===== config.mk =====
export PLATFORM = sky130hd
export DESIGN_NAME = lcs_out_skid
export DESIGN_NICKNAME = d
export VERILOG_FILES = /design/src/hw/rtl/lcs_pkg.sv /design/src/hw/rtl/lcs_out_skid.sv
export SDC_FILE = /design/constraint.sdc
export NUM_CORES = 1
export LEC_CHECK = 0
export ABC_AREA = 1
export BUFFER_PORTS_ARGS = -buffer_cell sky130_fd_sc_hd__buf_2
export CAP_MARGIN = 40
export CORE_MARGIN = 2
export CORE_UTILIZATION = 44
export CTS_CLUSTER_DIAMETER = 40
export DETAILED_ROUTE_END_ITERATION = 12
export HOLD_SLACK_MARGIN = 0.05
export MAX_ROUTING_LAYER = met4
export PLACE_DENSITY = 0.73
export SYNTH_ARGS = -nofsm -noshare
export SYNTH_HDL_FRONTEND = slang
export SYNTH_SLANG_ARGS = --single-unit

===== constraint.sdc =====
create_clock -name aclk -period 1.4 [get_ports aclk]
set_input_delay 0.28 -clock aclk [delete_from_list [all_inputs] [get_ports aclk]]
set_output_delay 0.28 -clock aclk [all_outputs]
set_load 0.05 [all_outputs]

===== src/hw/rtl/lcs_pkg.sv =====
package lcs_pkg;

    localparam int MAX_WIDTH    = 1024;
    localparam int MAX_HEIGHT   = 2048;
    localparam int MIN_SIZE     = 3;
    localparam int COL_W        = $clog2(MAX_WIDTH);
    localparam int ROW_W        = $clog2(MAX_HEIGHT) + 1;
    localparam int WIDTH_REG_W  = 11;
    localparam int HEIGHT_REG_W = 12;
    localparam int PIX_IN_W     = 8;
    localparam int PIX_OUT_W    = 10;
    localparam int CFG_ADDR_W   = 1;
    localparam int CFG_DATA_W   = 12;

    localparam logic [WIDTH_REG_W-1:0]  WIDTH_RESET  = 11'd720;
    localparam logic [HEIGHT_REG_W-1:0] HEIGHT_RESET = 12'd576;

    localparam logic [CFG_ADDR_W-1:0] REG_FRAME_WIDTH  = 1'b0;
    localparam logic [CFG_ADDR_W-1:0] REG_FRAME_HEIGHT = 1'b1;

    localparam logic OP_PIXEL = 1'b0;
    localparam logic OP_FLUSH = 1'b1;

    // One line-store word: the row just above and the row two above, same column.
    typedef struct packed {
        logic [PIX_IN_W-1:0] above;
        logic [PIX_IN_W-1:0] two_above;
    } line_word_t;

    typedef struct packed {
        logic [PIX_OUT_W-1:0] pixel_out;
        logic                 frame_last;
    } out_word_t;

    // d = 5*centre - (up + down + left + right); clamp and scale to 10 bits.
    function automatic logic [PIX_OUT_W-1:0] sharpen(
        input logic [PIX_IN_W-1:0] centre,
        input logic [PIX_IN_W-1:0] up,
        input logic [PIX_IN_W-1:0] down,
        input logic [PIX_IN_W-1:0] left,
        input logic [PIX_IN_W-1:0] right
    );
        logic signed [12:0] times5;
        logic signed [12:0] ring;
        logic signed [12:0] d;
        logic [PIX_OUT_W-1:0] res;
        times5 = 13'sd5 * $signed({5'd0, centre});
        ring   = $signed({5'd0, up}) + $signed({5'd0, down})
               + $signed({5'd0, left}) + $signed({5'd0, right});
        d      = times5 - ring;
        if (d < 13'sd0) begin
            res = '0;
        end else if (d >= 13'sd256) begin
            res = '1;
        end else begin
            res = {d[7:0], 2'b10};
        end
        return res;
    endfunction

endpackage


===== src/hw/rtl/lcs_out_skid.sv =====
module lcs_out_skid (
    input  logic                 aclk,
    input  logic                 aresetn,
    input  logic                 push_valid,
    input  lcs_pkg::out_word_t   push_data,
    output logic                 push_ready,
    output logic                 m_valid,
    output lcs_pkg::out_word_t   m_data,
    input  logic                 m_ready
);

    logic               out_valid_reg;
    logic               skid_valid_reg;
    lcs_pkg::out_word_t out_data_reg;
    lcs_pkg::out_word_t skid_data_reg;
    logic               take;

    assign take       = out_valid_reg & m_ready;
    assign push_ready = ~skid_valid_reg;

    always_ff @(posedge aclk) begin
        if (!aresetn) begin
            out_valid_reg  <= 1'b0;
            skid_valid_reg <= 1'b0;
        end else if (skid_valid_reg) begin
            // drain the skid word into the output slot
            if (take) begin
                out_valid_reg  <= 1'b1;
                skid_valid_reg <= 1'b0;
            end
        end else if (push_valid) begin
            if (!out_valid_reg || take) begin
                out_valid_reg <= 1'b1;
            end else begin
                skid_valid_reg <= 1'b1;
            end
        end else if (take) begin
            out_valid_reg <= 1'b0;
        end
    end

    always_ff @(posedge aclk) begin
        if (skid_valid_reg) begin
            if (take) begin
                out_data_reg <= skid_data_reg;
            end
        end else if (push_valid) begin
            if (!out_valid_reg || take) begin
                out_data_reg <= push_data;
            end else begin
                skid_data_reg <= push_data;
            end
        end
    end

    assign m_valid = out_valid_reg;
    assign m_data  = out_data_reg;

endmodule


==> flow_metrics.env, run 1 <==
export IMPL_met1_usage_pct=18.7
export IMPL_p_per_area_nw_per_um2=1190
export IMPL_grt_pass1_vias=596
export IMPL_critical_path_class="register to output port"
export IMPL_yosysTopAreaCellShare_pct=71.9
export IMPL_row_count=16
export IMPL_drive_gt1_share_pct=33.9
export IMPL_cts_root_buffer="clkbuf_4"
export IMPL_synth_seq_cells=24
export IMPL_syn_instance_count=78
export IMPL_io_pins=28
export IMPL_fmax_mhz=753
export IMPL_final_cell_count_no_fill=139
export IMPL_final_common_cell="nand2_1"
export IMPL_post_route_period_util_pct=94.9
export IMPL_whs_ns=0.165
export IMPL_cp_required_ns=1.12
export IMPL_core_um2=1960
export IMPL_area_growth_pct=24.4
export IMPL_relSlewSlack_pct=83.4
export IMPL_track_usage_pct=14.8
export IMPL_synth_area_leaders="edfxtp_1 (72%), nand2_1 (16%), dfxtp_1 (4.4%)"
export IMPL_met3_usage_pct=3.03
export IMPL_portBuffers=27
export IMPL_netlist_area_um2=918
export IMPL_numClockSinks=24
export IMPL_grt_first_pass_wirelength_mm=2.62
export IMPL_final_hold_viol_count=0
export IMPL_via_per_inst=4.40
export IMPL_peakVddDrop_v=0.000569
export IMPL_ys_warn_count=0
export IMPL_ctsHtreeMaxLevel=1
export IMPL_gp_congestion=0.727
export IMPL_nNetsFinal=128
export IMPL_busiest_layer="met2"
export IMPL_grtUsageMet2_pct=22.2
export IMPL_maxSlewViolCount=0
export IMPL_dieArea_um2=2470
export IMPL_period_needed_ns=1.33
export IMPL_skew_ns=0.00510
export IMPL_die_w_um=49.7
export IMPL_cts_max_path_buffers=2
export IMPL_cts_buffers=3
export IMPL_antenna_found_initial=0
export IMPL_clock_latency_ns=0.30
export IMPL_path_clk_slew_ns=0.12
export IMPL_routed_wl_mm=1.48
export IMPL_drt_drc_violations_left=0
export IMPL_leakagePower_nw=0.524
export IMPL_syn_nets=93
export IMPL_tritoncts="built"
export IMPL_yosysUniqueCellTypes=10
export IMPL_worstPathMaxFanout=10
export IMPL_initial_core_util_pct=46.8
export IMPL_grt_overflow_total=0
export IMPL_min_path_type="primary input to register"
export IMPL_grt_setup_unrepaired="false"
export IMPL_end_kind="output port"
export IMPL_ant_nets=0
export IMPL_vias=612
export IMPL_die_h_um=49.7
export IMPL_startpoint_type="register"
export IMPL_final_core_util_pct=58.2
export IMPL_yosysSeqAreaShare_pct=76.3
export IMPL_dp_cells=135
export IMPL_finalSetupTns_ns=0
export IMPL_crit_arrival_ns=1.05
export IMPL_mostFrequentLayoutCells="nand2_1 (40), buf_2 (26), edfxtp_1 (22)"
export IMPL_cap_violations=0
export IMPL_diodes=0
export IMPL_worst_slew_pin_slew_ns=0.251
export IMPL_setup_viol=0
export IMPL_post_drt_wl_per_cell_um=10.6
export IMPL_cts_resized=1
export IMPL_ctsHoldBuffers=0
export IMPL_synth_top_cell_by_area="edfxtp_1"
export IMPL_grt_start_max_net_pins=14
export IMPL_avgSynthCellArea_um2=11.8
export IMPL_outcome="complete, no violations"
export IMPL_drtIter0Drc=10
export IMPL_post_cts_buffers=0
export IMPL_first_pass_iters=4
export IMPL_fillers=194
[cell usage after synthesis]
cell type and count:
buf_4 1, nor2_1 2, inv_1 6, nand3_1 1, nand2_1 40, dfxtp_1 2
buf_6 1, a21oi_1 2, edfxtp_1 22, inv_2 1
[routing by layer]
layer | part of all wire [%] | vias up
li1 | - | 318
met1 | 45 | 275
met2 | 48 | 17
met3 | 5.3 | 2
met4 | 1.4 | 0
met5 | 0 | -
[cell type report]
class	instances	area (um2)	share of cell area [%]
inverters	7	28.8	2.52
flip-flops and latches	24	702	61.4
clock buffers	4	26.3	2.30
multi-input cells	45	176	15.4
well taps	27	33.8	2.96
repair buffers	32	175	15.3
[critical path, stage by stage, from the launching register on]
cell	delay, ns
dfxtp_1	0.45
inv_4	0.10
buf_4	0.20
[power breakdown]
part	total, mW	internal, mW	switching [mW]
combinational	0.225	0.0585	0.167
clock	0.292	0.111	0.181
sequential	0.839	0.828	0.0108
[stage by stage]
step,total power [mW],setup slack (ns),area (um2)
after global routing,1.43,0.000213,1140
after CTS,1.37,0.0465,1140
after global placement,1.08,0.178,1110
final,1.36,0.0719,1140
after floorplan,1.01,0.00596,923
after detailed placement,1.08,0.150,1110
[path summary, 6_finish.rpt]
check | startpoint | endpoint | slack (ns) | cells after the start
worst max-delay path | skid_valid_reg$_SDFF_PN0_ | push_ready | 0.07 | 2
worst min-delay path | push_data[2] | skid_data_reg[2]$_DFFE_PP_ | 0.16 | 1
worst max register to register | skid_valid_reg$_SDFF_PN0_ | m_data[8]$_DFFE_PP_ | 0.18 | 4
worst min register to register | skid_data_reg[7]$_DFFE_PP_ | m_data[7]$_DFFE_PP_ | 0.53 | 2
[logic make-up after synthesis]
kind of cell           count (synthesis)  share of synthesized area, %
and+or+nand+nor                       43                          17.7
DFF                                   24                          76.3
buffers and inverters                  9                          4.90
AOI/OAI and AO/OA                      2                          1.09
Note: power is estimated with default switching activity, not from simulation.
==> run 2: changes to the inputs <==
Settings changed: CORE_ASPECT_RATIO from default to 1.5.
==> flow_metrics.env, run 2 (same netlist as run 1, synthesis figures left out) <==
export IMPL_outcome="complete, no violations"
export IMPL_first_pass_iters=3
export IMPL_final_hold_viol_count=0
export IMPL_post_cts_buffers=0
export IMPL_startpoint_type="register"
export IMPL_cap_violations=0
export IMPL_fillers=182
export IMPL_cp_required_ns=1.12
export IMPL_antenna_found_initial=0
export IMPL_finalSetupTns_ns=0
export IMPL_clock_latency_ns=0.31
export IMPL_grt_first_pass_wirelength_mm=2.42
export IMPL_routed_wl_mm=1.47
export IMPL_nNetsFinal=126
export IMPL_post_drt_wl_per_cell_um=11.2
export IMPL_cts_root_buffer="clkbuf_4"
export IMPL_peakVddDrop_v=0.000811
export IMPL_ctsHoldBuffers=0
export IMPL_drt_drc_violations_left=0
export IMPL_row_count=20
export IMPL_leakagePower_nw=0.509
export IMPL_p_per_area_nw_per_um2=1190
export IMPL_die_h_um=60.0
export IMPL_gp_congestion=0.788
export IMPL_tritoncts="built"
export IMPL_dp_hpwl_mm=1.14
export IMPL_numClockSinks=24
export IMPL_diodes=0
export IMPL_final_common_cell="nand2_1"
export IMPL_crit_arrival_ns=1.05
export IMPL_drtIter0Drc=15
export IMPL_grt_setup_unrepaired="false"
export IMPL_track_usage_pct=15.2
export IMPL_core_um2=2000
export IMPL_dieArea_um2=2480
export IMPL_setup_viol=0
export IMPL_drive_gt1_share_pct=34.5
export IMPL_ant_nets=0
export IMPL_dp_cells=128
export IMPL_vias=609
export IMPL_fmax_mhz=752
export IMPL_skew_ns=0.00685
export IMPL_period_needed_ns=1.33
export IMPL_relSlewSlack_pct=83.4
export IMPL_worst_slew_pin_slew_ns=0.250
export IMPL_cts_buffers=3
export IMPL_grt_overflow_total=0
export IMPL_cts_max_path_buffers=2
export IMPL_initial_core_util_pct=45.9
export IMPL_critical_path_class="register to output port"
export IMPL_path_clk_slew_ns=0.12
export IMPL_final_cell_count_no_fill=132
export IMPL_post_route_period_util_pct=95.0
export IMPL_min_path_type="primary input to register"
export IMPL_portBuffers=27
export IMPL_area_growth_pct=23.8
export IMPL_io_pins=28
export IMPL_maxSlewViolCount=0
export IMPL_via_per_inst=4.61
export IMPL_end_kind="output port"
export IMPL_ctsHtreeMaxLevel=1
export IMPL_grt_pass1_vias=611
export IMPL_die_w_um=41.3
export IMPL_grt_start_max_net_pins=14
export IMPL_worstPathMaxFanout=12
export IMPL_mostFrequentLayoutCells="nand2_1 (40), buf_2 (26), edfxtp_1 (22)"
==> run 2: final cells by class <==
| type | count | area, um2 | share of cell area [%] |
|---|---|---|---|
| Sequential cell | 24 | 706 | 62.0 |
| Multi-Input combinational cell | 45 | 176 | 15.5 |
| Timing Repair Buffer | 30 | 171 | 15.1 |
| Inverter | 7 | 30.0 | 2.64 |
| Tap cell | 22 | 27.5 | 2.42 |
| Clock buffer | 3 | 22.5 | 1.98 |
| Clock inverter | 1 | 3.75 | 0.330 |
==> run 2: critical path: stages (launching register included) <==
cell     delay [ns]
dfxtp_4        0.39
inv_2          0.06
buf_6          0.14
buf_8          0.15
==> run 2: worst paths after layout <==
check                               endpoint  cells after the start                        from  slack, ns
hold / removal    skid_data_reg[1]$_DFFE_PP_                      1                push_data[1]       0.16
setup / recovery                  push_ready                      3   skid_valid_reg$_SDFF_PN0_       0.07
setup reg to reg  skid_data_reg[0]$_DFFE_PP_                      4        m_valid$_SDFFE_PN0P_       0.15
hold reg to reg          m_data[0]$_DFFE_PP_                      2  skid_data_reg[0]$_DFFE_PP_       0.52
==> run 2: timing repair <==
action | 4_1_cts | 5_1_grt
gates cloned | 0 | 0
setup endpoints to repair | 1 | 12
resized for setup | 3 | 4
hold endpoints to repair | 0 | 0
==> run 2: metal layers <==
metal / GRT usage, % / vias to the layer above / wire length (um)
met5: - / - / 0
met4: 10.1 / 0 / 17
met3: 2.23 / 2 / 50
met2: 25.2 / 16 / 847
met1: 15.5 / 275 / 558
li1: - / 316 / -
==> run 2: report_power, final <==
part | internal (mW) | switching (mW) | leakage, nW | total (mW)
registers | 0.827 | 0.0102 | 0.224 | 0.837
logic | 0.0583 | 0.167 | 0.270 | 0.225
clock network | 0.104 | 0.192 | 0.0154 | 0.296
==> run 2: stage by stage <==
| step | hold slack (ns) | util [%] | area (um2) | worst slack, ns | power (mW) |
|---|---|---|---|---|---|
| 6_report | 0.157 | 56.8 | 1140 | 0.0703 | 1.36 |
| 5_1_grt | 0.138 | 56.8 | 1140 | 0.00898 | 1.42 |
| 4_1_cts | 0.150 | 56.1 | 1120 | 0.0267 | 1.37 |
| 3_5_place_dp | 0.477 | 54.4 | 1090 | 0.0153 | 1.08 |
| 3_3_place_gp | 0.475 | 54.4 | 1090 | 0.118 | 1.07 |
| 2_1_floorplan | 0.378 | - | 923 | 0.00596 | 1.01 |
